### src/ttag_pkg.sv
`default_nettype none

package ttag_pkg;

    localparam int CFG_IDX_W     = 3;
    localparam int CFG_DATA_W    = 11;
    localparam int RANK_REG_W    = 3;
    localparam int EXT_REG_W     = 11;
    localparam int ORDER_REG_W   = 8;
    localparam int NUM_EXT_REGS  = 4;
    localparam int ORDER_FIELD_W = 2;
    localparam int ELEM_W        = 32;

    typedef enum logic [CFG_IDX_W-1:0] {
        REG_RANK  = 3'd0,
        REG_EXT0  = 3'd1,
        REG_EXT1  = 3'd2,
        REG_EXT2  = 3'd3,
        REG_EXT3  = 3'd4,
        REG_ORDER = 3'd5
    } t_cfg_reg;

    localparam logic [RANK_REG_W-1:0]  RANK_RESET  = 3'd1;
    localparam logic [EXT_REG_W-1:0]   EXT_RESET   = 11'd1;
    localparam logic [ORDER_REG_W-1:0] ORDER_RESET = 8'd228;

    typedef struct packed {
        logic ready;
        logic restart;
    } t_cfg_ctrl;

endpackage

`default_nettype wire

### src/ttag_cfg.sv
`default_nettype none

module ttag_cfg #(
    parameter int MAX_RANK    = 4,
    parameter int EXTENT_BITS = 10,
    parameter int ADDR_BITS   = 20,
    parameter int RANK_W      = 3
) (
    input  wire logic                                    i_clk,
    input  wire logic                                    i_rst_n,
    input  wire logic                                    i_cfg_we,
    input  wire logic [ttag_pkg::CFG_IDX_W-1:0]          i_cfg_idx,
    input  wire logic [ttag_pkg::CFG_DATA_W-1:0]         i_cfg_data,
    output ttag_pkg::t_cfg_ctrl                          o_ctrl,
    output logic [RANK_W-1:0]                            o_rank,
    output logic [MAX_RANK-1:0][EXTENT_BITS-1:0]         o_emax,
    output logic [MAX_RANK-1:0][ADDR_BITS-1:0]           o_delta
);
    import ttag_pkg::*;

    localparam int IW    = (MAX_RANK > 1) ? $clog2(MAX_RANK) : 1;
    localparam int EXT_W = EXTENT_BITS + 1;

    typedef enum logic [3:0] {
        S_STRIDE = 4'b0001,
        S_WRAP   = 4'b0010,
        S_DRAIN  = 4'b0100,
        S_READY  = 4'b1000
    } t_seq_state;

    logic [RANK_REG_W-1:0]                     r_rank;
    logic [NUM_EXT_REGS-1:0][EXT_REG_W-1:0]    r_ext;
    logic [ORDER_REG_W-1:0]                    r_order;

    t_seq_state                                r_state;
    logic [IW-1:0]                             r_cnt;
    logic [ADDR_BITS-1:0]                      r_s;
    logic [MAX_RANK-1:0][ADDR_BITS-1:0]        r_stride;
    logic [MAX_RANK-1:0][ADDR_BITS-1:0]        r_delta;
    logic [ADDR_BITS-1:0]                      r_suffix;
    logic [ADDR_BITS-1:0]                      r_prod;
    logic [ADDR_BITS-1:0]                      r_pstride;
    logic                                      r_pv;
    logic [IW-1:0]                             r_pa;

    logic                                      cfg_hit;
    logic                                      restart;
    logic [RANK_W-1:0]                         rr;
    logic [NUM_EXT_REGS-1:0][EXT_W-1:0]        ext_e;
    logic [ORDER_REG_W-1:0]                    ord_sh;
    logic [ORDER_FIELD_W-1:0]                  ord_a;
    logic                                      st_active;
    logic                                      a_ok;
    logic [EXT_W-1:0]                          ext_sel;
    logic [ADDR_BITS+EXT_W-1:0]                s_mul;
    logic [ADDR_BITS-1:0]                      stride_sel;
    logic [EXTENT_BITS-1:0]                    emax_sel;
    logic [ADDR_BITS+EXTENT_BITS-1:0]          wb_mul;

    function automatic logic [EXT_W-1:0] ext_eff(input logic [EXT_REG_W-1:0] v);
        logic [31:0] e;
        e = {{(32-EXT_REG_W){1'b0}}, v};
        if (e == 32'd0) e = 32'd1;
        if (e > (32'd1 << EXTENT_BITS)) e = 32'd1 << EXTENT_BITS;
        return e[EXT_W-1:0];
    endfunction

    assign cfg_hit = i_cfg_we && (i_cfg_idx <= REG_ORDER);
    assign restart = !i_rst_n || cfg_hit;

    always_ff @(posedge i_clk) begin
        if (!i_rst_n) begin
            r_rank  <= RANK_RESET;
            r_ext   <= {NUM_EXT_REGS{EXT_RESET}};
            r_order <= ORDER_RESET;
        end else if (i_cfg_we) begin
            case (t_cfg_reg'(i_cfg_idx))
                REG_RANK:  r_rank   <= i_cfg_data[RANK_REG_W-1:0];
                REG_EXT0:  r_ext[0] <= i_cfg_data[EXT_REG_W-1:0];
                REG_EXT1:  r_ext[1] <= i_cfg_data[EXT_REG_W-1:0];
                REG_EXT2:  r_ext[2] <= i_cfg_data[EXT_REG_W-1:0];
                REG_EXT3:  r_ext[3] <= i_cfg_data[EXT_REG_W-1:0];
                REG_ORDER: r_order  <= i_cfg_data[ORDER_REG_W-1:0];
                default: ;
            endcase
        end
    end

    always_comb begin
        int rk;
        rk = int'(r_rank);
        if (rk < 1) rk = 1;
        if (rk > MAX_RANK) rk = MAX_RANK;
        rr = RANK_W'(rk);
    end

    always_comb begin
        for (int i = 0; i < NUM_EXT_REGS; i++) ext_e[i] = ext_eff(r_ext[i]);
    end

    // per-axis last position; axes without a register have extent 1
    for (genvar a = 0; a < MAX_RANK; a++) begin : g_emax
        if (a < NUM_EXT_REGS) begin : g_reg
            logic [EXT_W-1:0] emax_full;
            assign emax_full = ext_e[a] - {{EXTENT_BITS{1'b0}}, 1'b1};
            assign o_emax[a] = emax_full[EXTENT_BITS-1:0];
        end else begin : g_one
            assign o_emax[a] = '0;
        end
    end

    // stride pass: destination positions from innermost outward
    assign ord_sh    = r_order >> {r_cnt, 1'b0};
    assign ord_a     = ord_sh[ORDER_FIELD_W-1:0];
    assign st_active = int'(r_cnt) < int'(rr);
    assign a_ok      = int'(ord_a) < int'(rr);
    assign ext_sel   = ext_e[ord_a];
    assign s_mul     = {{EXT_W{1'b0}}, r_s} * {{ADDR_BITS{1'b0}}, ext_sel};

    // wrap pass: amount an axis takes back when it rolls over
    assign stride_sel = r_stride[r_cnt];
    assign emax_sel   = o_emax[r_cnt];
    assign wb_mul     = {{EXTENT_BITS{1'b0}}, stride_sel} * {{ADDR_BITS{1'b0}}, emax_sel};

    always_ff @(posedge i_clk) begin
        if (restart) begin
            r_state  <= S_STRIDE;
            r_cnt    <= IW'(MAX_RANK - 1);
            r_s      <= {{(ADDR_BITS-1){1'b0}}, 1'b1};
            r_stride <= '0;
            r_suffix <= '0;
            r_pv     <= 1'b0;
        end else begin
            if (r_pv) begin
                r_delta[r_pa] <= r_pstride - r_suffix;
                r_suffix      <= r_suffix + r_prod;
            end
            case (r_state)
                S_STRIDE: begin
                    if (st_active) begin
                        for (int i = 0; i < MAX_RANK; i++) begin
                            if (a_ok && int'(ord_a) == i) r_stride[i] <= r_stride[i] + r_s;
                        end
                        r_s <= s_mul[ADDR_BITS-1:0];
                    end
                    if (r_cnt == '0) begin
                        r_state <= S_WRAP;
                        r_cnt   <= IW'(MAX_RANK - 1);
                    end else begin
                        r_cnt <= r_cnt - 1'b1;
                    end
                end
                S_WRAP: begin
                    r_prod    <= wb_mul[ADDR_BITS-1:0];
                    r_pstride <= stride_sel;
                    r_pv      <= 1'b1;
                    r_pa      <= r_cnt;
                    if (r_cnt == '0) r_state <= S_DRAIN;
                    else r_cnt <= r_cnt - 1'b1;
                end
                S_DRAIN: begin
                    r_pv    <= 1'b0;
                    r_state <= S_READY;
                end
                S_READY: ;
                default: r_state <= S_STRIDE;
            endcase
        end
    end

    assign o_ctrl.ready   = (r_state == S_READY);
    assign o_ctrl.restart = cfg_hit;
    assign o_rank         = rr;
    assign o_delta        = r_delta;

`ifndef SYNTHESIS
    a_ready_drained: assert property (@(posedge i_clk) disable iff (!i_rst_n)
        (r_state == S_READY) |-> !r_pv)
        else $error("delta pass still pending while ready");
    a_write_restarts: assert property (@(posedge i_clk) disable iff (!i_rst_n)
        cfg_hit |=> (r_state == S_STRIDE) && (r_cnt == IW'(MAX_RANK - 1)))
        else $error("register write did not restart stride pass");
    a_drain_to_ready: assert property (@(posedge i_clk) disable iff (!i_rst_n)
        (r_state == S_DRAIN) && !cfg_hit |=> (r_state == S_READY))
        else $error("drain did not end in ready");
`endif

endmodule

`default_nettype wire

### src/ttag_odom.sv
`default_nettype none

module ttag_odom #(
    parameter int MAX_RANK    = 4,
    parameter int EXTENT_BITS = 10,
    parameter int ADDR_BITS   = 20,
    parameter int RANK_W      = 3
) (
    input  wire logic                                    i_clk,
    input  wire logic                                    i_rst_n,
    input  ttag_pkg::t_cfg_ctrl                          i_ctrl,
    input  wire logic [RANK_W-1:0]                       i_rank,
    input  wire logic [MAX_RANK-1:0][EXTENT_BITS-1:0]    i_emax,
    input  wire logic [MAX_RANK-1:0][ADDR_BITS-1:0]      i_delta,
    input  wire logic                                    i_in_valid,
    output logic                                         o_in_ready,
    input  wire logic [ttag_pkg::ELEM_W-1:0]             i_element_bits,
    output logic                                         o_out_valid,
    input  wire logic                                    i_out_ready,
    output logic [ADDR_BITS-1:0]                         o_dest_address,
    output logic [ttag_pkg::ELEM_W-1:0]                  o_element_out,
    output logic                                         o_last_element
);
    import ttag_pkg::*;

    logic                                  r_in_vld;
    logic [ELEM_W-1:0]                     r_in_elem;
    logic                                  r_out_vld;
    logic [ADDR_BITS-1:0]                  r_out_addr;
    logic [ELEM_W-1:0]                     r_out_elem;
    logic                                  r_out_last;
    logic [MAX_RANK-1:0][EXTENT_BITS-1:0]  r_pos;
    logic [ADDR_BITS-1:0]                  r_addr;

    logic [MAX_RANK-1:0][EXTENT_BITS-1:0]  n_pos;
    logic [ADDR_BITS-1:0]                  n_addr;
    logic                                  found;
    logic                                  adv;
    logic                                  acc;

    assign adv        = r_in_vld && (!r_out_vld || i_out_ready);
    assign o_in_ready = i_rst_n && i_ctrl.ready && (!r_in_vld || adv);
    assign acc        = i_in_valid && o_in_ready;

    // innermost axis that has not reached its end takes the step
    always_comb begin
        found  = 1'b0;
        n_pos  = r_pos;
        n_addr = r_addr;
        for (int a = MAX_RANK - 1; a >= 0; a--) begin
            if (a < int'(i_rank) && !found) begin
                if (r_pos[a] == i_emax[a]) begin
                    n_pos[a] = '0;
                end else begin
                    n_pos[a] = r_pos[a] + 1'b1;
                    n_addr   = r_addr + i_delta[a];
                    found    = 1'b1;
                end
            end
        end
        if (!found) n_addr = '0;
    end

    always_ff @(posedge i_clk) begin
        if (!i_rst_n) begin
            r_in_vld  <= 1'b0;
            r_out_vld <= 1'b0;
            r_pos     <= '0;
            r_addr    <= '0;
        end else begin
            if (i_ctrl.restart) begin
                r_pos  <= '0;
                r_addr <= '0;
            end else if (adv) begin
                r_pos  <= n_pos;
                r_addr <= n_addr;
            end
            if (acc) r_in_vld <= 1'b1;
            else if (adv) r_in_vld <= 1'b0;
            if (adv) r_out_vld <= 1'b1;
            else if (i_out_ready) r_out_vld <= 1'b0;
        end
    end

    always_ff @(posedge i_clk) begin
        if (acc) r_in_elem <= i_element_bits;
        if (adv) begin
            r_out_addr <= r_addr;
            r_out_elem <= r_in_elem;
            r_out_last <= !found;
        end
    end

    assign o_out_valid    = r_out_vld;
    assign o_dest_address = r_out_addr;
    assign o_element_out  = r_out_elem;
    assign o_last_element = r_out_last;

`ifndef SYNTHESIS
    a_last_clears: assert property (@(posedge i_clk) disable iff (!i_rst_n)
        adv && !found |=> (r_addr == '0) && (r_pos == '0))
        else $error("traversal not cleared after final word");
    a_no_accept_in_setup: assert property (@(posedge i_clk) disable iff (!i_rst_n)
        !i_ctrl.ready |-> !o_in_ready)
        else $error("word accepted during stride setup");
    a_step_fills_output: assert property (@(posedge i_clk) disable iff (!i_rst_n)
        adv && !i_ctrl.restart |=> r_out_vld && (r_out_addr == $past(r_addr)))
        else $error("result register missed a step");
`endif

endmodule

`default_nettype wire

### src/tensor_transpose_address_gen.sv
`default_nettype none

// Axis-permute address generator: elements of a row-major tensor enter in source order, one
// word per clock, and each leaves with its row-major address in the permuted tensor, the
// element bits unchanged, and a flag on the tensor's final element. An element passes through
// two registers (input register, then result register), and a new one is taken every cycle
// while the output keeps up. Each position step is a single add of a per-axis address delta
// chosen by the innermost axis that has not reached its end. Those deltas come from a setup
// pass that runs after reset and after every register write: a stride pass and a wrap pass,
// one multiply per cycle, then a drain step; no element is taken until it ends. Any register
// write also restarts the traversal at the first element.
module tensor_transpose_address_gen #(
    parameter int MAX_RANK    = 4,
    parameter int EXTENT_BITS = 10,
    parameter int ADDR_BITS   = 20
) (
    input  wire logic                                i_clk,
    input  wire logic                                i_rst_n,
    input  wire logic                                i_cfg_we,
    input  wire logic [ttag_pkg::CFG_IDX_W-1:0]      i_cfg_idx,
    input  wire logic [ttag_pkg::CFG_DATA_W-1:0]     i_cfg_data,
    input  wire logic                                i_in_valid,
    output logic                                     o_in_ready,
    input  wire logic [ttag_pkg::ELEM_W-1:0]         i_element_bits,
    output logic                                     o_out_valid,
    input  wire logic                                i_out_ready,
    output logic [ADDR_BITS-1:0]                     o_dest_address,
    output logic [ttag_pkg::ELEM_W-1:0]              o_element_out,
    output logic                                     o_last_element
);
    import ttag_pkg::*;

    localparam int RANK_W = $clog2(MAX_RANK + 1);

    t_cfg_ctrl                             ctrl;
    logic [RANK_W-1:0]                     rank;
    logic [MAX_RANK-1:0][EXTENT_BITS-1:0]  emax;
    logic [MAX_RANK-1:0][ADDR_BITS-1:0]    delta;

    ttag_cfg #(
        .MAX_RANK    (MAX_RANK),
        .EXTENT_BITS (EXTENT_BITS),
        .ADDR_BITS   (ADDR_BITS),
        .RANK_W      (RANK_W)
    ) u_cfg (
        .i_clk      (i_clk),
        .i_rst_n    (i_rst_n),
        .i_cfg_we   (i_cfg_we),
        .i_cfg_idx  (i_cfg_idx),
        .i_cfg_data (i_cfg_data),
        .o_ctrl     (ctrl),
        .o_rank     (rank),
        .o_emax     (emax),
        .o_delta    (delta)
    );

    ttag_odom #(
        .MAX_RANK    (MAX_RANK),
        .EXTENT_BITS (EXTENT_BITS),
        .ADDR_BITS   (ADDR_BITS),
        .RANK_W      (RANK_W)
    ) u_odom (
        .i_clk          (i_clk),
        .i_rst_n        (i_rst_n),
        .i_ctrl         (ctrl),
        .i_rank         (rank),
        .i_emax         (emax),
        .i_delta        (delta),
        .i_in_valid     (i_in_valid),
        .o_in_ready     (o_in_ready),
        .i_element_bits (i_element_bits),
        .o_out_valid    (o_out_valid),
        .i_out_ready    (i_out_ready),
        .o_dest_address (o_dest_address),
        .o_element_out  (o_element_out),
        .o_last_element (o_last_element)
    );

endmodule

`default_nettype wire
### config.mk
export PLATFORM = sky130hd
export DESIGN_NAME = tensor_transpose_address_gen
export DESIGN_NICKNAME = d
export VERILOG_FILES = /design/src/ttag_pkg.sv /design/src/ttag_cfg.sv /design/src/ttag_odom.sv /design/src/tensor_transpose_address_gen.sv
export SDC_FILE = /design/constraint.sdc
export NUM_CORES = 2
export LEC_CHECK = 0
export ABC_AREA = 0
export ABC_CLOCK_PERIOD_IN_PS = 7200
export BUFFER_PORTS_ARGS = -buffer_cell sky130_fd_sc_hd__buf_2
export CAP_MARGIN = 20
export CORE_MARGIN = 2
export CORE_UTILIZATION = 50
export DETAILED_ROUTE_END_ITERATION = 7
export HOLD_SLACK_MARGIN = 0.05
export PLACE_DENSITY = 0.69
export SLEW_MARGIN = 20
export SYNTH_ARGS = -nofsm -noshare
export SYNTH_HDL_FRONTEND = slang
export SYNTH_HIERARCHICAL = 1
export SYNTH_SLANG_ARGS = --single-unit
export TNS_END_PERCENT = 100
### constraint.sdc
create_clock -name i_clk -period 7.2 [get_ports i_clk]
set_clock_uncertainty 0.05 [all_clocks]
set_input_delay 1.44 -clock i_clk [delete_from_list [all_inputs] [get_ports i_clk]]
set_output_delay 1.44 -clock i_clk [all_outputs]
set_load 0.01 [all_outputs]
==> impl_metrics.toml <==
[placement]
place_ws_ns = -0.2786
dpl.hpwl_mm = 73.06
place.gp.congestion = 0.9333
port_buffers = 105

[die]
coreArea_sq_um = 71610
rows = 98
dieArea_sq_um = 74650
fp.dieH_um = 273.2
start_util = 0.5061
io_pins = 106
die_w_um = 273.2

[synthesis]
synth-edff-count = 207
synth.ff_latch_count = 451
syn_area_per_cell_sq_um = 9.099
seq_area_frac_synth = 0.3063
ys.flop_type = "dfxtp_1"
synthCells = 3983
synth_area_leaders = "edfxtp_1 17%, dfxtp_1 13%, fa_1 12%"
syn_nets = 4529
synth.distinct_cells = 100
netlist_area_sq_um = 36240
synth_top_area_cell = "edfxtp_1"
synth-warning-count = 6
async_reset_ff_frac = 0
synth_top_area_share = 0.1715

[sta]
setup_viol = 7
finalCritPeriodShare = 1.041
final_hold_viol_count = 0
max_freq_ghz = 0.1335
slew_violations = 0
tightestPinTransition_ns = 1.132
period_needed_ns = 7.493
post-route-worst-setup-slack_ns = -0.2933
final.setup.tns_ns = -0.8691
slew_headroom = 0.2398
rsz0062_at_grt = "yes"

[clock_network]
numCtsBuffers = 53
htreeDepth = 2
clockBufferDepth = 3
clkSinkCount = 451
clk_latency_ns = 0.64
clk_pin_slew_ns = 0.06
ctsRootBufferMaster = "clkbuf_16"
cts_tree = "done"

[finish]
utilization = 0.5811
drive_above_1_share = 0.1443
fin_nets = 4761
area_delta_synth_final_pct = 14.82
n_antenna_cell = 0

[critical_path]
required_ns = 7.52
cp_max_fo = 5
crit_slowest_cell = "fa_1"
cp.arrival_ns = 7.82
rr_worst_depth = 28
crit_top_cell = "fa_1"
r2r-start = "u_cfg/r_ext[19]$_SDFFE_PN0P_"
worstSetupStartpointType = "register"
path_class = "register to register"
cp-end-kind = "register"
slowest_delay_ns = 0.57
cp-startpoint = "u_cfg/r_ext[19]$_SDFFE_PN0P_"

[drt]
initialDrtViolationCount = 2336
via_per_inst = 5.771
vias = 30039
ant_nets = 0
routedWlPerCell_um = 18.84
drc = 0
dr.pass1.iters = 6
finalWirelength_mm = 98.07

[run]
drv_cap = 0

[worst_hold_path]
hp-class = "register to register"
hold_depth = 0
hp-start = "u_odom/r_in_elem[2]$_DFFE_PP_"

[outcome]
violations = "setup timing"
status = "finished with violations"

[global_routing]
grtUsageTotal = 0.2575
gr-total-overflow = 0
grt_pass1_wl_mm = 154.3
antenna_found_initial = 0
grt_max_degree = 69
grt_pass1_vias = 29057

[pwr]
ir_drop_mv = 0.1722
powerDensity_nw_per_um2 = 152.0
p_leak_nw = 17.65
==> timing repair <==
action,4_1_cts,5_1_grt
hold buffers,0,0
resized for setup,11,128
endpoints found under the setup margin,9,11
pin swaps,1,98
buffers inserted,1,22
gates cloned,0,3
==> power by group <==
group / switching, W / leakage (nW) / internal, W
Sequential: 0.0000176 / 3.88 / 0.00267
Clock: 0.00115 / 0.884 / 0.00169
Combinational: 0.000477 / 12.9 / 0.000308
Total: 0.00165 / 17.6 / 0.00467
==> per-layer routing <==
layer,track usage,share of wire
met5,0,0
met4,0.06586,0.024
met2,0.4292,0.47
met3,0.03439,0.064
met1,0.3537,0.44
==> logic make-up (layout without fill, tap and decap cells) <==
family                   count (synthesis)  count (layout)  synth area share
adder cells (fa/ha/maj)                495             495            0.2171
flip-flops                             451             451            0.3063
AND/OR/NAND/NOR                       1346            1346            0.1744
multiplexers                            86              87           0.03017
buffers and inverters                  489             760           0.05192
AO/OA/AOI/OAI                          853             853            0.1558
XOR/XNOR                               263             263           0.06432
==> synth_stat cells, types with 56 or more instances <==
master and number:
a21oi_1 251, o21ai_0 134, mux2i_1 56, nand2_1 547, xnor2_1 161, inv_1 347
nor2_1 310, xor2_1 100, nor2b_1 63, a21o_1 70, nor3_1 61, fa_1 223
clkbuf_1 112, ha_1 272, nand3_1 68, dfxtp_1 244, edfxtp_1 207
==> path summary, 6_finish.rpt <==
kind                                            end  slack (ns)
setup / recovery         u_cfg/r_prod[19]$_DFFE_PP_       -0.29
hold / removal    u_odom/o_element_out[2]$_DFFE_PP_        0.37
setup reg to reg         u_cfg/r_prod[19]$_DFFE_PP_       -0.29
hold reg to reg   u_odom/o_element_out[2]$_DFFE_PP_        0.37
==> critical path, delay by kind of cell (launching register included) <==
kind | cells | cell delay [ns]
adders and majority gates | 7 | 2.84
and+or+nand+nor | 6 | 2.05
AOI/OAI and AO/OA | 7 | 1.34
buffers and inverters | 7 | 0.51
xor gates and xnor gates | 1 | 0.08
DFF | 1 | 0.32
==> layout by cell type, fill, tap and decap left out, types with 46 or more instances in the layout <==
| master | instances |
|---|---|
| buf_2 | 105 |
| nor2_1 | 298 |
| nand2b_1 | 48 |
| clkbuf_16 | 55 |
| a21o_1 | 70 |
| ha_1 | 257 |
| fa_1 | 207 |
| o21ai_0 | 130 |
| mux2i_1 | 54 |
| inv_1 | 314 |
| edfxtp_1 | 207 |
| dfxtp_1 | 240 |
| a21boi_0 | 50 |
| nand3_1 | 67 |
| xnor2_1 | 159 |
| and2_1 | 49 |
| nand2_1 | 540 |
| nor3_1 | 57 |
| xor2_1 | 99 |
| a211oi_1 | 46 |
| buf_4 | 189 |
| a21oi_1 | 246 |
| nor2b_1 | 61 |
==> registers in the layout, summed over array words and instances (netlist names), 32 cells and up <==
name,count
u_cfg/o_delta,80
u_cfg/r_ext,44
u_cfg/r_stride,80
u_odom/o_element_out,32
u_odom/r_in_elem,32
u_odom/r_pos,40
==> area by class of cell <==
type,count,area [sq um]
inverters,352,1323
clock inverters,35,471.7
repair buffers,313,2238
clock buffers,60,1363
flip-flops and latches,451,11110
fillers,6289,30000
multi-input cells,3044,23920
well taps,950,1189
==> through the flow <==
stage / power (W) / hold slack [ns] / instances / area [sq um]
global placement: 0.003431 / 0.3500 / 5085 / 38960
floorplan: 0.003171 / 0.3503 / 3983 / 36350
global route: 0.006548 / 0.3652 / 5205 / 41610
CTS: 0.006292 / 0.3602 / 5181 / 40850
finish: 0.006323 / 0.3661 / 5205 / 41610
detailed placement: 0.003435 / 0.3545 / 5085 / 38960
Note: power is estimated with default switching activity, not from simulation.
